`src/hdl/fifous_pkg.sv`:
```
// ----------------------------------------------------------------------------
// fifous_pkg
// Shared types and constants for the circular FIFO with usage statistics.
// ----------------------------------------------------------------------------
`default_nettype none

package fifous_pkg;

   localparam int DEPTH_DEFAULT     = 16;
   localparam int WORD_BITS_DEFAULT = 32;
   localparam int DATA_W            = 32;   // width of push_word / pop_word
   localparam int LEVEL_W           = 4;    // width of fill_level / peak_fill
   localparam int STAT_W            = 32;   // width of the wrapping counters

   typedef enum logic [1:0] {
      ACT_PUSH   = 2'd0,
      ACT_POP    = 2'd1,
      ACT_STATUS = 2'd2,
      ACT_NONE   = 2'd3
   } action_type;

   typedef struct packed {
      action_type          action;
      logic [DATA_W-1:0]   push_word;
   } req_type;

   typedef struct packed {
      logic                accepted;
      logic [DATA_W-1:0]   pop_word;
      logic [LEVEL_W-1:0]  fill_level;
      logic                is_empty;
      logic                is_full;
      logic [STAT_W-1:0]   pushes_total;
      logic [STAT_W-1:0]   pops_total;
      logic [STAT_W-1:0]   overflows_total;
      logic [LEVEL_W-1:0]  peak_fill;
   } rsp_type;

endpackage

`default_nettype wire

```
`src/hdl/fifous_ram.sv`:
```
// ----------------------------------------------------------------------------
// fifous_ram
// Slot storage: one write port, one read port, registered read data.
// ----------------------------------------------------------------------------
`default_nettype none

module fifous_ram import fifous_pkg::*; #(
   parameter int DEPTH  = DEPTH_DEFAULT,
   parameter int WIDTH  = WORD_BITS_DEFAULT,
   parameter int ADDR_W = (DEPTH > 1) ? $clog2(DEPTH) : 1
) (
   input  wire logic              clock,
   input  wire logic              wr_en,
   input  wire logic [ADDR_W-1:0] wr_addr,
   input  wire logic [WIDTH-1:0]  wr_data,
   input  wire logic              rd_en,
   input  wire logic [ADDR_W-1:0] rd_addr,
   output logic      [WIDTH-1:0]  rd_data
);

   logic [WIDTH-1:0] mem [DEPTH];
   logic [WIDTH-1:0] rd_data_ff;

   always_ff @(posedge clock) begin
      if (wr_en) begin
         mem[wr_addr] <= wr_data;
      end
   end

   // read data holds until the next read, so it can sit behind a stalled output
   always_ff @(posedge clock) begin
      if (rd_en) begin
         rd_data_ff <= mem[rd_addr];
      end
   end

   assign rd_data = rd_data_ff;

endmodule

`default_nettype wire

```
`src/hdl/fifo_with_usage_statistics_top.sv`:
```
// Timing: a result is offered in the cycle after its word is accepted.
// Throughput: one word per cycle; the single output register and the registered
// read of the slot RAM set this, and a word is taken whenever that register is
// empty or being drained in the same cycle.
// Reset: synchronous; pointers, fill count, peak and counters clear at once,
// the slot RAM is not cleared (no slot is read before it is written).
// ----------------------------------------------------------------------------
// fifo_with_usage_statistics_top
// Circular FIFO with one spare slot, push/pop/overflow counters and peak fill.
// ----------------------------------------------------------------------------
`default_nettype none

module fifo_with_usage_statistics_top import fifous_pkg::*; #(
   parameter int DEPTH     = DEPTH_DEFAULT,
   parameter int WORD_BITS = WORD_BITS_DEFAULT
) (
   input  wire logic    clock,
   input  wire logic    reset,
   input  wire logic    req_valid,
   output logic         req_stall,
   input  wire req_type req_data,
   output logic         rsp_valid,
   input  wire logic    rsp_stall,
   output rsp_type      rsp_data
);

   localparam int PTR_W = (DEPTH > 1) ? $clog2(DEPTH) : 1;
   localparam logic [PTR_W-1:0] LAST_SLOT = PTR_W'(DEPTH - 1);

   logic [PTR_W-1:0]  wp_ff, wp_in;
   logic [PTR_W-1:0]  rp_ff, rp_in;
   logic [PTR_W-1:0]  count_ff, count_in;
   logic [PTR_W-1:0]  peak_ff, peak_in;
   logic [STAT_W-1:0] push_cnt_ff, push_cnt_in;
   logic [STAT_W-1:0] pop_cnt_ff, pop_cnt_in;
   logic [STAT_W-1:0] ovf_cnt_ff, ovf_cnt_in;
   logic              rsp_valid_ff, rsp_valid_in;
   logic              pop_sel_ff, pop_sel_in;
   rsp_type           rsp_info_ff, rsp_info_in;

   logic                 accept;
   logic [WORD_BITS-1:0] word;
   logic                 push_ok;
   logic                 pop_ok;
   logic [WORD_BITS-1:0] rd_data;

   assign req_stall = reset || (rsp_valid_ff && rsp_stall);
   assign accept    = req_valid && !req_stall;
   assign word      = WORD_BITS'(req_data.push_word);

   always_comb begin
      push_ok     = 1'b0;
      pop_ok      = 1'b0;
      wp_in       = wp_ff;
      rp_in       = rp_ff;
      count_in    = count_ff;
      peak_in     = peak_ff;
      push_cnt_in = push_cnt_ff;
      pop_cnt_in  = pop_cnt_ff;
      ovf_cnt_in  = ovf_cnt_ff;
      if (accept) begin
         case (req_data.action)
            ACT_PUSH: begin
               if (word != '0) begin
                  if (count_ff == LAST_SLOT) begin
                     ovf_cnt_in = ovf_cnt_ff + 1'b1;
                  end else begin
                     push_ok     = 1'b1;
                     wp_in       = (wp_ff == LAST_SLOT) ? '0 : wp_ff + 1'b1;
                     count_in    = count_ff + 1'b1;
                     push_cnt_in = push_cnt_ff + 1'b1;
                     if (count_in > peak_ff) begin
                        peak_in = count_in;
                     end
                  end
               end
            end
            ACT_POP: begin
               if (count_ff != '0) begin
                  pop_ok     = 1'b1;
                  rp_in      = (rp_ff == LAST_SLOT) ? '0 : rp_ff + 1'b1;
                  count_in   = count_ff - 1'b1;
                  pop_cnt_in = pop_cnt_ff + 1'b1;
               end
            end
            default: begin
            end
         endcase
      end
   end

   // output register: everything but the popped word, which lands from the RAM
   always_comb begin
      rsp_valid_in = rsp_valid_ff && rsp_stall;
      pop_sel_in   = pop_sel_ff;
      rsp_info_in  = rsp_info_ff;
      if (accept) begin
         rsp_valid_in                = 1'b1;
         pop_sel_in                  = pop_ok;
         rsp_info_in.accepted        = push_ok || pop_ok;
         rsp_info_in.pop_word        = '0;
         rsp_info_in.fill_level      = LEVEL_W'(count_in);
         rsp_info_in.is_empty        = (count_in == '0);
         rsp_info_in.is_full         = (count_in == LAST_SLOT);
         rsp_info_in.pushes_total    = push_cnt_in;
         rsp_info_in.pops_total      = pop_cnt_in;
         rsp_info_in.overflows_total = ovf_cnt_in;
         rsp_info_in.peak_fill       = LEVEL_W'(peak_in);
      end
   end

   always_ff @(posedge clock) begin
      if (reset) begin
         wp_ff        <= '0;
         rp_ff        <= '0;
         count_ff     <= '0;
         peak_ff      <= '0;
         push_cnt_ff  <= '0;
         pop_cnt_ff   <= '0;
         ovf_cnt_ff   <= '0;
         rsp_valid_ff <= 1'b0;
      end else begin
         wp_ff        <= wp_in;
         rp_ff        <= rp_in;
         count_ff     <= count_in;
         peak_ff      <= peak_in;
         push_cnt_ff  <= push_cnt_in;
         pop_cnt_ff   <= pop_cnt_in;
         ovf_cnt_ff   <= ovf_cnt_in;
         rsp_valid_ff <= rsp_valid_in;
      end
   end

   always_ff @(posedge clock) begin
      pop_sel_ff  <= pop_sel_in;
      rsp_info_ff <= rsp_info_in;
   end

   fifous_ram #(
      .DEPTH  (DEPTH),
      .WIDTH  (WORD_BITS),
      .ADDR_W (PTR_W)
   ) u_ram (
      .clock   (clock),
      .wr_en   (push_ok),
      .wr_addr (wp_ff),
      .wr_data (word),
      .rd_en   (pop_ok),
      .rd_addr (rp_ff),
      .rd_data (rd_data)
   );

   always_comb begin
      rsp_data          = rsp_info_ff;
      rsp_data.pop_word = pop_sel_ff ? DATA_W'(rd_data) : '0;
   end

   assign rsp_valid = rsp_valid_ff;

endmodule

`default_nettype wire

```
`config.mk`:
```
export PLATFORM = sky130hd
export DESIGN_NAME = fifo_with_usage_statistics_top
export DESIGN_NICKNAME = d
export VERILOG_FILES = /design/src/hdl/fifous_pkg.sv /design/src/hdl/fifous_ram.sv /design/src/hdl/fifo_with_usage_statistics_top.sv
export SDC_FILE = /design/constraint.sdc
export NUM_CORES = 1
export LEC_CHECK = 0
export CAP_MARGIN = 0
export CELL_PAD_IN_SITES_DETAIL_PLACEMENT = 1
export CELL_PAD_IN_SITES_GLOBAL_PLACEMENT = 2
export CORE_UTILIZATION = 40
export DETAILED_ROUTE_END_ITERATION = 10
export DONT_BUFFER_PORTS = 1
export HOLD_SLACK_MARGIN = 0.02
export PLACE_DENSITY_LB_ADDON = 0.1
export SYNTH_ARGS = -nofsm -noshare
export SYNTH_HDL_FRONTEND = slang
export SYNTH_SLANG_ARGS = --single-unit
```
`constraint.sdc`:
```
create_clock -name clock -period 7.8 [get_ports clock]
set_clock_uncertainty 0.1 [all_clocks]
set_input_delay 0.39 -clock clock [delete_from_list [all_inputs] [get_ports clock]]
set_output_delay 0.39 -clock clock [all_outputs]
set_load 0.03 [all_outputs]
```
# Word-level counts from Yosys, hierarchy flattened
# Memories as Yosys holds them, arrays and structs flattened. A register that Yosys moved wholly into a read port is not among the register bits.
# Cells that the tools add are included.
word_totals:
  regBits: 221
  latch_bits: 0
  mem_bits_rw: 512
  mem_bits_ro: 0
  in_bits: 38
  elab_cells: 77
  n_memories: 1
classes:
  add_sub_neg: 7
  multipliers: 0
  n_div: 0
  n_lt_le_gt_ge: 1
  eq_ne: 5
  n_shift: 0
  n_mux: 34
  bitwise_logic: 1
  n_reduce_logical: 11
mem_list:
  columns: ["memory", "depth", "word_bits", "rd", "rd_clocked_by_memory_dff", "write_ports", "line", "text"]
  rows:
  - ["u_ram.mem", 16, 32, 1, 1, 1, "fifous_ram.sv:21", "logic [WIDTH-1:0] mem [DEPTH];"]
op_table:
  columns: ["operator", "count"]
  rows:
  - ["2-to-1 mux 32 bit", 12]
  - ["adder 32 x 1 -> 32 bit, second input constant", 3]
  - ["2-to-1 mux 4 bit", 11]
  - ["nonzero test 32 bit", 1]
  - ["equality test 4 bit, second input constant", 4]
  - ["adder 4 x 1 -> 4 bit, second input constant", 3]
  - ["2-to-1 mux 1 bit", 10]
  - ["one-hot mux 4 bit (2 select lines)", 1]
  - ["> comparator 4 bit", 1]
  - ["logical NOT 4 bit", 1]
  - ["AND reduction 4 bit", 1]
  - ["nonzero test 4 bit", 1]
  - ["subtractor 4 x 1 -> 4 bit, second input constant", 1]
  - ["AND reduction 3 bit", 1]
  - ["equality test 2 x 1 -> 1 bit, second input constant", 1]
  - ["logical AND 1 bit", 2]
  - ["logical NOT 2 bit", 1]
  - ["logical OR 1 bit", 2]
  - ["logical NOT 1 bit", 1]
  - ["inverter 1 bit", 1]

# Depth between registers and ports, before layout
logic_depth:
  ltp_word: 7
  ltp_mapped: 10
  ltp_nobuf: 9

# By module
# Synthesis repeated with hierarchy kept, for this count alone.
unflattened:
  hier_cells: 1655
  hier_area_um2: 29548.3
modules_own_cells:
  columns: ["module", "n_inst", "cells_per_inst", "area_each_um2"]
  rows:
  - ["fifous_ram", 1, 838, 20155.6]
  - ["fifo_with_usage_statistics_top", 1, 817, 9392.8]

# Worst setup path before layout
# Ideal clock, no wire load.
synth_path:
  kind: "input -> register"
  from: "input reset"
  to: "register pop_sel_ff (enable)"
  t_arrival_ps: 5255
  required_ps: 7124
  path_slack_ps: 1869
  stages: 3
  path_buffers: 1
  cell_sequence: "buf_6 -> a21o_4 -> nor2_1"
synth_between:
  elab_chain_len: 3
synth_lines:
  columns: ["item", "line", "text"]
  rows:
  - ["start, declared", "fifo_with_usage_statistics_top.sv:18", "input wire logic reset,"]
  - ["logical OR 1 bit", "fifo_with_usage_statistics_top.sv:47", "assign req_stall = reset || (rsp_valid_ff && rsp_stall);"]
  - ["named net req_stall", "fifo_with_usage_statistics_top.sv:20", "output logic req_stall,"]
  - ["logical NOT 1 bit", "fifo_with_usage_statistics_top.sv:48", "assign accept = req_valid && !req_stall;"]
  - ["logical AND 1 bit", "fifo_with_usage_statistics_top.sv:48", null]
  - ["named net accept", "fifo_with_usage_statistics_top.sv:41", "logic accept;"]
  - ["end signal, assigned", "fifo_with_usage_statistics_top.sv:135", "pop_sel_ff <= pop_sel_in;"]
  - ["end, declared", "fifo_with_usage_statistics_top.sv:38", "logic pop_sel_ff, pop_sel_in;"]
# The timed path passes the listed nets, and every way through them passes these cells.
# A chain may end at the register's enable or synchronous reset.

# Worst setup path after layout
layout_path:
  from: "register count_ff[0]"
  to: "register rp_ff[3]"
layout_between:
  elab_chain_len: 2
layout_lines:
  columns: ["item", "line", "text"]
  rows:
  - ["start, declared", "fifo_with_usage_statistics_top.sv:32", "logic [PTR_W-1:0] count_ff, count_in;"]
  - ["start signal, assigned", "fifo_with_usage_statistics_top.sv:125", "count_ff <= count_in;"]
  - ["nonzero test 4 bit", "fifo_with_usage_statistics_top.sv:79", "if (count_ff != '0) begin"]
  - ["AND reduction 3 bit (no source line)", null, null]
  - ["end signal, assigned", "fifo_with_usage_statistics_top.sv:124", "rp_ff <= rp_in;"]
  - ["end, declared", "fifo_with_usage_statistics_top.sv:31", "logic [PTR_W-1:0] rp_ff, rp_in;"]
# Every way passes these cells.

==> impl_metrics.tcl <==
set metrics [dict create \
    arrival_ps 4120 \
    worst_hold_path_type "input pin to register" \
    synth_cell_types 58 \
    final_core_utilization 0.463 \
    p_leak_nw 10.6 \
    drt_iter0_markers 1011 \
    cts-root-buf "clkbuf_16" \
    ys_warn_count 0 \
    grt.busiest_layer "met2" \
    synth_largest_area_cell "edfxtp_1" \
    hold_viol_final 0 \
    end_kind "register" \
    syn_area_um2 29600 \
    max_stage_delay_ps 800 \
    drcViolationCount 28 \
    cap_violations 0 \
    clk_latency_ps 620 \
    die_area_um2 75000 \
    core_um2 73100 \
    violations "design-rule violations" \
    max_freq_mhz 271 \
    peakVddDrop_mv 0.177 \
    period_minus_slack_ps 3690 \
    cts.sinks 765 \
    slew_violations 0 \
    gp_congestion 0.723 \
    layout-drive-gt1-share 0.202 \
    path_common_cell "nor3b_1" \
    ys_ff_latch 765 \
    post_cts_buffers 0 \
    grt_pass1_wl_um 103000 \
    avgSynthCellArea_um2 18.7 \
    wirelength_um 69400 \
    finalSetupViolCount 0 \
    cp.required_ps 8230 \
    n_fill_cell 6844 \
    grt_antenna_before_repair 3 \
    synth_flop_cell "edfxtp_1" \
    fin_setup_tns_ps 0 \
    syn_nets 1630 \
    cp_max_fo 43 \
    syn_inst 1578 \
    tightest_slew_ps 985 \
    hold-worst-slack_ps 105 \
    initial_core_util 0.404 \
    cp_slowest_cell "nor3b_1" \
    die_y_um 274 \
    rsz0062_at_grt "no" \
    grt_max_degree 118 \
    cts_tree "yes" \
    cts_max_level 3 \
    grt_overflow_total 0 \
    clock_path_buffers 3 \
    status "finished with violations" \
    grt_pass1_vias 15400 \
    die_w_um 274 \
    use_met3 0.0343 \
    io_buffers 0 \
    fin_nets 1712 \
    crit_chain "inv_1, ha_1, nor3b_1, nor3b_1, nand2_2, inv_2, buf_4, nand2_1, or3_1, a21oi_1" \
    synth_top_area_frac 0.662 \
    dpl.hpwl_um 39200 \
    power_density_nw_per_um2 252 \
    rows 99 \
    use_met1 0.256 \
    synth-async-reset-ratio 0 \
    met2_usage 0.306 \
    dr.pass1.iters 8 \
    gr-usage-all-layers 0.187 \
    via_count 14200 \
    cts.clk_slew.worst_paths_ps 60 \
    area_delta_synth_final_pct 14.4 \
    numCtsBuffers 83 \
    synth_edf_count 652 \
    wl_per_cell_um 25.9 \
    critPathKind "register to register" \
    max-slew-margin-rel 0.342 \
    fin_crit_sh 0.473 \
    synth_area_leaders "edfxtp_1, mux4_2, dfxtp_1" \
    io-pin-count 179 \
    yosysSeqAreaShare 0.739 \
    final_antenna_net_count 0 \
    via_per_inst 5.30 \
    cp-start-kind "register" \
]
==> through the flow <==
| stage | instances | total power [mW] | area [um2] | setup WS (ps) |
|---|---|---|---|---|
| 2_1_floorplan | 1578 | 4.71 | 29600 | 1870 |
| 3_3_place_gp | 2499 | 4.74 | 30800 | 4010 |
| 3_5_place_dp | 2499 | 4.74 | 30800 | 3930 |
| 4_1_cts | 2685 | 8.63 | 33800 | 4030 |
| 5_1_grt | 2685 | 8.77 | 33800 | 3850 |
| 6_report | 2686 | 8.51 | 33800 | 4110 |
==> layout by cell type (no fill, tap or decap), types with 29 or more instances in the layout <==
master / count
nand2_1: 47
nor2_1: 34
edfxtp_1: 652
mux4_2: 160
dlygate4sd3_1: 34
xnor2_1: 62
nand4_1: 29
buf_4: 29
and2_1: 37
nor3_1: 30
clkbuf_16: 85
nor2b_1: 87
nand3_1: 42
xor2_1: 38
dfxtp_1: 109
==> state kept, by name (all words and copies together), names as in the netlist <==
signal,count
count_ff,4
ovf_cnt_ff,32
peak_ff,4
pop_cnt_ff,32
pop_sel_ff,1
push_cnt_ff,32
rp_ff,4
rsp_data,107
rsp_valid,1
u_ram.mem,512
u_ram.rd_data,32
wp_ff,4
==> worst paths after layout <==
path | startpoint | end | slack, ps | cells after the start
setup / recovery | count_ff[0] | rp_ff[3] | 4110 | 10
hold / removal | reset | ovf_cnt_ff[20] | 100 | 2
hold reg to reg | pop_cnt_ff[31] | pop_cnt_ff[31] | 380 | 1
setup reg to reg | count_ff[0] | rp_ff[3] | 4110 | 10
==> worst max-delay path, delay by kind of cell (launching register included) <==
family	cells	cell delay (ps)
flops	1	400
fa+ha+maj	1	250
buf+inv	3	880
simple gates	5	1820
compound gates	1	140
==> kinds of logic after synthesis <==
family / synth area share
muxes: 0.128
and+or+nand+nor: 0.0740
buffers and inverters: 0.0133
DFF: 0.739
adders and majority gates: 0.00593
xor gates and xnor gates: 0.0296
AOI/OAI and AO/OA: 0.0102
==> cells in the mapped netlist (2+ instances only) <==
cell,n
and2_1,37
and3_1,14
xnor2_1,62
buf_4,3
nand2b_1,16
nor4_1,13
buf_2,10
nand4_1,29
nor4_2,4
nor2b_1,87
mux2i_1,11
nor2_1,47
o21a_1,4
o2111a_1,2
nor3b_1,2
xor2_1,38
nand2_1,47
nand4_2,2
or2_2,2
inv_1,26
and2b_1,2
nor3_1,34
o31ai_1,4
mux2_2,6
mux4_2,160
buf_6,2
nand3_1,42
ha_1,14
buf_1,6
o21ai_0,7
a21oi_1,9
or3_1,2
dfxtp_1,113
clkbuf_1,46
edfxtp_1,652
==> power by group <==
part | total, mW | switching, mW | internal (mW)
clock | 3.80 | 1.56 | 2.24
combinational | 0.173 | 0.117 | 0.0554
sequential | 4.54 | 0.0708 | 4.47
total | 8.51 | 1.75 | 6.76
==> routing by layer <==
metal  share of wire  vias up  routed length, um
li1                -     6354                  -
met1            0.45     7544              31000
met2            0.49      262              34300
met3           0.041       84               2880
met4           0.018        2               1260
met5         0.00029        -                 20
==> cell type report <==
cell class,count,area (um2),share of cell area
sequential,765,21900,0.646
antenna,1,2.50,0.0000740
multi-input combinational,719,7440,0.220
timing repair buffer,65,606,0.0179
tap,959,1200,0.0355
clock buffer,113,2230,0.0660
clock inverter,38,383,0.0113
inverter,26,97.6,0.00289
==> timing repair <==
item	4_1_cts	5_1_grt
gates resized for setup	0	0
endpoints found under the setup margin	0	0
hold buffers	35	0
hold endpoints to repair	625	0
Power figures use the tool's default switching activity.
